`config.mk`:
```
export PLATFORM = sky130hd
export DESIGN_NAME = mlp_div
export DESIGN_NICKNAME = d
export VERILOG_FILES = /design/src/hw/rtl/mlp_pkg.sv /design/src/hw/rtl/mlp_div.sv
export SDC_FILE = /design/constraint.sdc
export NUM_CORES = 1
export LEC_CHECK = 0
export BUFFER_PORTS_ARGS = -buffer_cell sky130_fd_sc_hd__buf_2
export CORE_MARGIN = 5
export CORE_UTILIZATION = 50
export CTS_CLUSTER_SIZE = 10
export DETAILED_ROUTE_END_ITERATION = 7
export HOLD_SLACK_MARGIN = 0.02
export PLACE_DENSITY = 0.71
export SYNTH_ARGS = -nofsm -noshare
export SYNTH_HDL_FRONTEND = slang
export SYNTH_SLANG_ARGS = --single-unit
```
`constraint.sdc`:
```
create_clock -name clk -period 4.25 [get_ports clk]
set_input_delay 0 -clock clk [delete_from_list [all_inputs] [get_ports clk]]
set_output_delay 0 -clock clk [all_outputs]
set_load 0.01 [all_outputs]
```
`src/hw/rtl/mlp_pkg.sv`:
```
// Package for the perceptron inference core: payload structs, opcodes,
// the base-2 exp table. No dependencies.
package mlp_pkg;

    localparam logic [1:0] MODE_WEIGHT = 2'd0;
    localparam logic [1:0] MODE_BIAS   = 2'd1;
    localparam logic [1:0] MODE_PIXEL  = 2'd2;

    localparam logic [1:0] LAYER_H1  = 2'd0;
    localparam logic [1:0] LAYER_H2  = 2'd1;
    localparam logic [1:0] LAYER_OUT = 2'd2;

    localparam logic [12:0] LOG2E_Q12 = 13'd5909;

    typedef struct packed {
        logic [1:0]         mode;
        logic [1:0]         layer;
        logic [9:0]         row;
        logic [3:0]         col;
        logic signed [15:0] value;
        logic               last;
    } mlp_in_t;

    typedef struct packed {
        logic [3:0]  class_index;
        logic [15:0] probability;
        logic        final_res;
    } mlp_out_t;

    // request to the shared divider
    typedef struct packed {
        logic        go;
        logic [31:0] num;
        logic [35:0] den;
    } mlp_div_req_t;

    typedef struct packed {
        logic        done;
        logic [16:0] quo;
    } mlp_div_rsp_t;

    function automatic logic [16:0] pow2_tab(input logic [5:0] j);
        logic [16:0] r;
        begin
            case (j)
                6'd0:  r = 17'd65536; 6'd1:  r = 17'd64132; 6'd2:  r = 17'd62757;
                6'd3:  r = 17'd61413; 6'd4:  r = 17'd60097; 6'd5:  r = 17'd58809;
                6'd6:  r = 17'd57549; 6'd7:  r = 17'd56316; 6'd8:  r = 17'd55109;
                6'd9:  r = 17'd53928; 6'd10: r = 17'd52773; 6'd11: r = 17'd51642;
                6'd12: r = 17'd50535; 6'd13: r = 17'd49452; 6'd14: r = 17'd48393;
                6'd15: r = 17'd47356; 6'd16: r = 17'd46341; 6'd17: r = 17'd45348;
                6'd18: r = 17'd44376; 6'd19: r = 17'd43425; 6'd20: r = 17'd42495;
                6'd21: r = 17'd41584; 6'd22: r = 17'd40693; 6'd23: r = 17'd39821;
                6'd24: r = 17'd38968; 6'd25: r = 17'd38133; 6'd26: r = 17'd37316;
                6'd27: r = 17'd36516; 6'd28: r = 17'd35734; 6'd29: r = 17'd34968;
                6'd30: r = 17'd34219; 6'd31: r = 17'd33486;
                default: r = 17'd32768;
            endcase
            return r;
        end
    endfunction

endpackage

```
`src/hw/rtl/mlp_div.sv`:
```
// Restoring divider, one quotient bit per cycle: (num*65536 + den/2) / den,
// 17-bit quotient. Depends on mlp_pkg.
module mlp_div (
    input  logic                  clk,
    input  logic                  rst_n,
    input  mlp_pkg::mlp_div_req_t req,
    output mlp_pkg::mlp_div_rsp_t rsp
);
    import mlp_pkg::*;

    // dividend is below 2^49, quotient is at most 2^16 + 1; one step per dividend bit
    logic [48:0] dvd_reg;
    logic [35:0] den_reg;
    logic [36:0] rem_reg;
    logic [16:0] quo_reg;
    logic [5:0]  cnt_reg;
    logic        run_reg;
    logic        done_reg;
    logic [36:0] trial;
    logic [36:0] shifted;

    always_comb
    begin
        shifted = {rem_reg[35:0], dvd_reg[48]};
        trial   = shifted - {1'b0, den_reg};
    end

    always_ff @(posedge clk or negedge rst_n)
    begin
        if (!rst_n)
        begin
            run_reg  <= 1'b0;
            done_reg <= 1'b0;
            cnt_reg  <= '0;
        end
        else
        begin
            done_reg <= 1'b0;
            if (req.go)
            begin
                run_reg <= 1'b1;
                cnt_reg <= '0;
            end
            else if (run_reg)
            begin
                cnt_reg <= cnt_reg + 6'd1;
                if (cnt_reg == 6'd48)
                begin
                    run_reg  <= 1'b0;
                    done_reg <= 1'b1;
                end
            end
        end
    end

    // 49 steps walk every dividend bit; only the low 17 quotient bits are kept
    always_ff @(posedge clk)
    begin
        if (req.go)
        begin
            dvd_reg <= {1'b0, req.num, 16'd0} + {14'd0, req.den[35:1]};
            den_reg <= req.den;
            rem_reg <= '0;
            quo_reg <= '0;
        end
        else if (run_reg)
        begin
            dvd_reg <= {dvd_reg[47:0], 1'b0};
            if (!trial[36])
            begin
                rem_reg <= trial;
                quo_reg <= {quo_reg[15:0], 1'b1};
            end
            else
            begin
                rem_reg <= shifted;
                quo_reg <= {quo_reg[15:0], 1'b0};
            end
        end
    end

    assign rsp.done = done_reg;
    assign rsp.quo  = quo_reg;
endmodule

```
==> metrics.txt, run 1 <==
clock root buffer=clkbuf_16; Synth Area in Compound Gates=19.3%; Post-Syn Instances=931; Via density=5.68; commonest non-fill, non-tap cell in the layout=nand2_1; post-synthesis mux area share=5.88%; pre-CTS WS=0.479 ns; Relative slew margins=26.4%; vias in the first global route=7,012; number of CTS-inserted buffers=17; CTS tree=built; met2 WL post-DR=9.41 mm; RSZ-0062 raised after global routing=false; Post-synth ARST share=5.48%; yosys warns=0; clk sinks=146; Total GRT Usage=20.5%; Post-synth EDFFs=85; fill count=~1,500; Arr. time, crit path=~4.1 ns; Setup-failing EPs final=0; sequential fraction of the synthesis area=42.4%; Detail Placement HPWL=14.2 mm; initial core utilization=50.4%; share of cells above drive strength 1=between 10% and 20%; setup TNS=0 ns; Hold Crit Class=in -> reg; critical path class=reg -> reg; gp weighted congestion=0.879; number of DRC markers in iteration 0=591; Slew Limit Fails=0; Row Count=between 40 and 50; skew final=0.0104 ns; DIE HEIGHT=144 µm; Power Dens Cells=499 nW/µm²; syn nets=1,061; Die ar.=~21,000 µm²; M1 WL=between 9 and 10 mm; CTS H-tree lvls=4; Met3 Routed Length=853 µm; Pleak=between 4 and 5 nW; wire length per cell=15.9 µm; post-synthesis cell type count=66; XOR/XNOR share of the synthesized area=under 10%; clk slew on worst S/H paths=0.07 ns; CP Max Fanout=26; final setup margin=0.481 ns; simple-gate share of the synthesized area=14.5%; crit end category=flop; global-route wire length before repair=34.6 mm; fraction of the cycle the final worst path needs=88.7%; Fmax=265 MHz; Die Wd=144 µm; final cell count without fillers=1,293; antenna-violating nets left=0; CP required=4.57 ns; WHS=approximately 0.072 ns; most frequent cells in the layout=nand2_1 (100), nor2_1 (98), buf_2 (87); number of flip-flops in the largest register=49; Synth Flop Type=edfxtp_1; I/O Pins=89; Adder-Cell Fraction of Synth Area=8.37%; mapped cell area=9000 µm²; register bit count reported by yosys=146; DR top layer=met4; Hold Vio Cnt, Final=0; Clock Tree Buf Depth=2; largest family of logic cells by synthesized area=compound AO/OA/AOI/OAI gates; cell count after placement=between 1,000 and 1,500; Core ar.=17,800 µm²; Worst Tran Pin Value=~1.1 ns; layout overhead on the synthesized area=19.0%; Mean Syn Cell Area=9.67 µm²; Pre-antenna DRT Iters=7; antenna cells=0; crit path launch type=flop; Peak VDD IR=405 µV; initial antenna violation count=0; pin count of the biggest net entering global routing=93; worst skew pair latency=0.42 ns; # port buffers=88; status=finished, final reports clean; fin nets=1,181; Max Cap Viol=0; final wirelength=20.5 mm; via count=7,344; DRC viols=0; Final min period=3.77 ns; gr ovfl total=0
-- where the power goes --
part	leakage, nW	internal (mW)	total, mW	switching (mW)
clock network	0.305	0.911	1.53	0.624
registers	1.40	1.74	1.89	0.149
logic	3.01	0.827	1.92	1.09
total	4.71	3.48	5.34	1.86
-- metal layers --
layer	track usage [%]	up-vias
li1	-	3633
met3	3.37	33
met1	29.5	3484
met4	6.28	0
met2	31.9	194
met5	0	-
-- cells in the mapped netlist (20+ instances only) --
library cell | instances | area (µm²)
nor2_1 | 98 | 368
xnor2_1 | 32 | 280
xor2_1 | 20 | 175
clkbuf_1 | 34 | 128
nand2_1 | 101 | 379
mux2_2 | 31 | 349
edfxtp_1 | 85 | 2550
inv_1 | 52 | 195
ha_1 | 57 | 713
a21o_1 | 33 | 248
a21oi_1 | 67 | 335
o21ai_0 | 32 | 160
dfxtp_1 | 53 | 1060
-- area by class of cell --
cell class                      count  area, µm²  area share (%)
Timing Repair Buffer              146       1010            9.43
Sequential cell                   146       3820            35.7
Clock buffer                       23        538            5.03
Clock inverter                      9       77.6           0.725
Multi-Input combinational cell    687       4780            44.6
Inverter                           53        199            1.86
Tap cell                          229        287            2.68
-- critical path, cell delays in order, from the launching register on --
cell       delay, ns
edfxtp_1        0.40
inv_1           0.07
ha_1            0.16
inv_1           0.06
fa_1            0.41
a21o_1          0.18
a21o_1          0.22
a2111oi_4       0.43
o21ai_2         0.13
a31o_1          0.19
a311o_1         0.33
nand2_2         0.47
buf_4           0.27
nand2_1         0.07
a311oi_1        0.25
-- path summary, 6_finish.rpt --
path,slack (ns),to,depth (start not counted),start
setup / recovery,0.48,rem_reg[5],14,dvd_reg[48]
hold / removal,0.07,den_reg[9],1,req[68]
setup reg to reg,0.48,rem_reg[5],14,dvd_reg[48]
hold reg to reg,0.50,rem_reg[17],2,rem_reg[16]
max in group asynchronous,3.40,run_reg,3,rst_n
min in group asynchronous,0.54,done_reg,3,rst_n
-- stage by stage --
| stage | area [µm²] | power [mW] | util [%] |
|---|---|---|---|
| 2_1_floorplan | 9000 | 3.38 | - |
| 3_5_place_dp | 9580 | 3.76 | 53.7 |
| 6_report | 10700 | 5.34 | 60.0 |
| 4_1_cts | 10700 | 5.35 | 60.0 |
| 3_3_place_gp | 9580 | 3.73 | 53.7 |
| 5_1_grt | 10700 | 5.68 | 60.0 |
-- logic make-up after synthesis --
logic type,count (synthesis)
buffers and inverters,98
adders and majority gates,59
muxes,49
xor gates and xnor gates,52
AOI/OAI and AO/OA,237
and+or+nand+nor,290
DFF,146
-- timing repair --
action | 4_1_cts | 5_1_grt
hold buffers | 51 | 0
setup buffers | 0 | 0
hold endpoints to repair | 73 | 0
gates resized for setup | 0 | 0
(Power assumes the default switching activity.)
==> run 2, diff against run 1 <==
- GPL_TIMING_DRIVEN: not set -> 0
- PLACE_DENSITY: 0.71 -> 0.69
- SKIP_CTS_REPAIR_TIMING: not set -> 1
==> metrics.txt, run 2 (synthesized netlist as in run 1, its figures left out) <==
worst skew pair latency=0.42 ns (about the same); global-route wire length before repair=35.1 mm (+1.6%); clock root buffer=clkbuf_16; initial core utilization=50.4% (unchanged); Die ar.=20,800 µm² (unchanged); Hold Crit Class=in -> reg; Clock Tree Buf Depth=2 (unchanged); CTS H-tree lvls=4 (unchanged); CP Max Fanout=10 (-62%); wire length per cell=16.9 µm (+6.4%); Pre-antenna DRT Iters=6 (-1); gp weighted congestion=0.931 (+5.9%); met1 usage=31.1% (+1.7 points); vias in the first global route=6,888 (-1.8%); most frequent cells in the layout=nand2_1 (100), nor2_1 (98), buf_2 (90); Total GRT Usage=21.3% (+0.81 points); gr ovfl total=0 (unchanged); CTS tree=built; final wirelength=22.4 mm (+9.0%); WHS=0.00294 ns (-0.0692 ns); Max Cap Viol=0 (unchanged); Die Wd=144 µm (unchanged); met3 Use GR=3.97% (+0.60 points); number of CTS-inserted buffers=17 (unchanged); DIE HEIGHT=144 µm (unchanged); Detail Placement HPWL=16.2 mm (+14%); Row Count=49 (unchanged); I/O Pins=89 (unchanged); critical path class=reg -> reg; FF+latch area=3810 µm² (about the same); Arr. time, crit path=4.06 ns (-0.03 ns); Power Dens Cells=498 nW/µm² (-0.18%); clk slew on worst S/H paths=0.06 ns (about the same); Relative slew margins=42.8% (+16 points); Final Cell Area=10,800 µm² (+0.64%); pre-CTS WS=0.580 ns (+0.102 ns); antenna cells=0 (unchanged); Multi-input gate area=4780 µm² (unchanged); share of cells above drive strength 1=17.4% (-0.52 points); initial antenna violation count=0 (unchanged); layout overhead on the synthesized area=19.7%; status=finished, final reports clean; Slew Limit Fails=0 (unchanged); fin nets=1,213 (+2.7%); Peak VDD IR=304 µV (-25%); number of DRC markers in iteration 0=617 (+4.4%); Core ar.=17,800 µm² (unchanged); number of flip-flops in the largest register=49 (unchanged); clk sinks=146 (unchanged); Via density=5.66 (-0.42%); DRC viols=0 (unchanged); Pleak=4.72 nW (+0.18%); RSZ-0062 raised after global routing=false; via count=7,494 (+2.0%); final setup margin=0.516 ns (+0.0351 ns); Final min period=3.73 ns (-0.0351 ns); pin count of the biggest net entering global routing=38 (-59%); CP required=4.58 ns (about the same); commonest non-fill, non-tap cell in the layout=nand2_1; Worst Tran Pin Value=0.859 ns (-0.245 ns); crit end category=flop; fraction of the cycle the final worst path needs=87.9% (-0.83 points); fill count=1,510 (+3.8%); crit path launch type=flop; Hold Vio Cnt, Final=0 (unchanged); setup TNS=0 ns (unchanged); met2 Use GR=33.0% (+1.1 points); Pwr Total=5.37 mW (+0.46%); dpl cell area=9750 µm² (+1.8%); antenna-violating nets left=0 (unchanged); skew final=0.00848 ns (-0.00188 ns); Setup-failing EPs final=0 (unchanged); # port buffers=88 (unchanged); Fmax=268 MHz (+0.94%); Top Usage Layer GRT=met2
## run 2: cell count changes in the layout (fill, tap and decap cells not counted), moves of 2 or more
cell           change
dlygate4sd3_1      -7
buf_6              +3
buf_4              -4
buf_2              +3
clkbuf_1          +35
clkbuf_16          -4
buf_1              +2
bufinv_16          +2
## run 2: final timing paths
kind	startpoint	to	slack [ns]	cells after the start
max	dvd_reg[48]	rem_reg[25]	0.52	15
min reg2reg	rem_reg[16]	rem_reg[17]	0.50	2
min in group asynchronous	rst_n	done_reg	0.58	3
max reg2reg	dvd_reg[48]	rem_reg[25]	0.52	15
max in group asynchronous	rst_n	cnt_reg[1]	3.37	3
min	req[60]	dvd_reg[40]	0.003	3
## run 2: per-layer routing
layer / vias to the layer above / part of all wire [%]
met2: 208 / 45
met1: 3565 / 48
li1: 3687 / -
met3: 34 / 5.2
met5: - / 0
met4: 0 / 1.5
## run 2: area by class of cell
class	count	area share (%)
Sequential cell	146	35.4
Tap cell	229	2.66
Clock inverter	14	1.44
Buffer	45	1.97
Timing Repair Buffer	133	8.36
Multi-Input combinational cell	687	44.3
Inverter	53	1.85
Clock buffer	18	3.98
## run 2: stage by stage
| step | cells | util, % |
|---|---|---|
| after global placement | 1248 | 54.5 |
| final | 1325 | 60.4 |
| after global routing | 1325 | 60.4 |
| after CTS | 1281 | 57.9 |
| after floorplan | 931 | - |
| after detailed placement | 1249 | 54.6 |
## run 2: worst max-delay path, cell delays in order, from the launching register on
cell and delay (ns):
edfxtp_1 0.46, inv_1 0.09, ha_1 0.16, inv_1 0.05
fa_1 0.40, a21o_1 0.18, a21o_1 0.23, a2111oi_4 0.45
o21ai_2 0.13, a31oi_2 0.32, a2bb2oi_2 0.29, and2_1 0.18
buf_6 0.15, buf_6 0.18, nand2_1 0.09, a311oi_2 0.27
## run 2: report_power, final
| part | internal, mW | switching [mW] |
|---|---|---|
| clock | 0.874 | 0.622 |
| sequential | 1.74 | 0.143 |
| combinational | 0.859 | 1.13 |
| total | 3.48 | 1.89 |
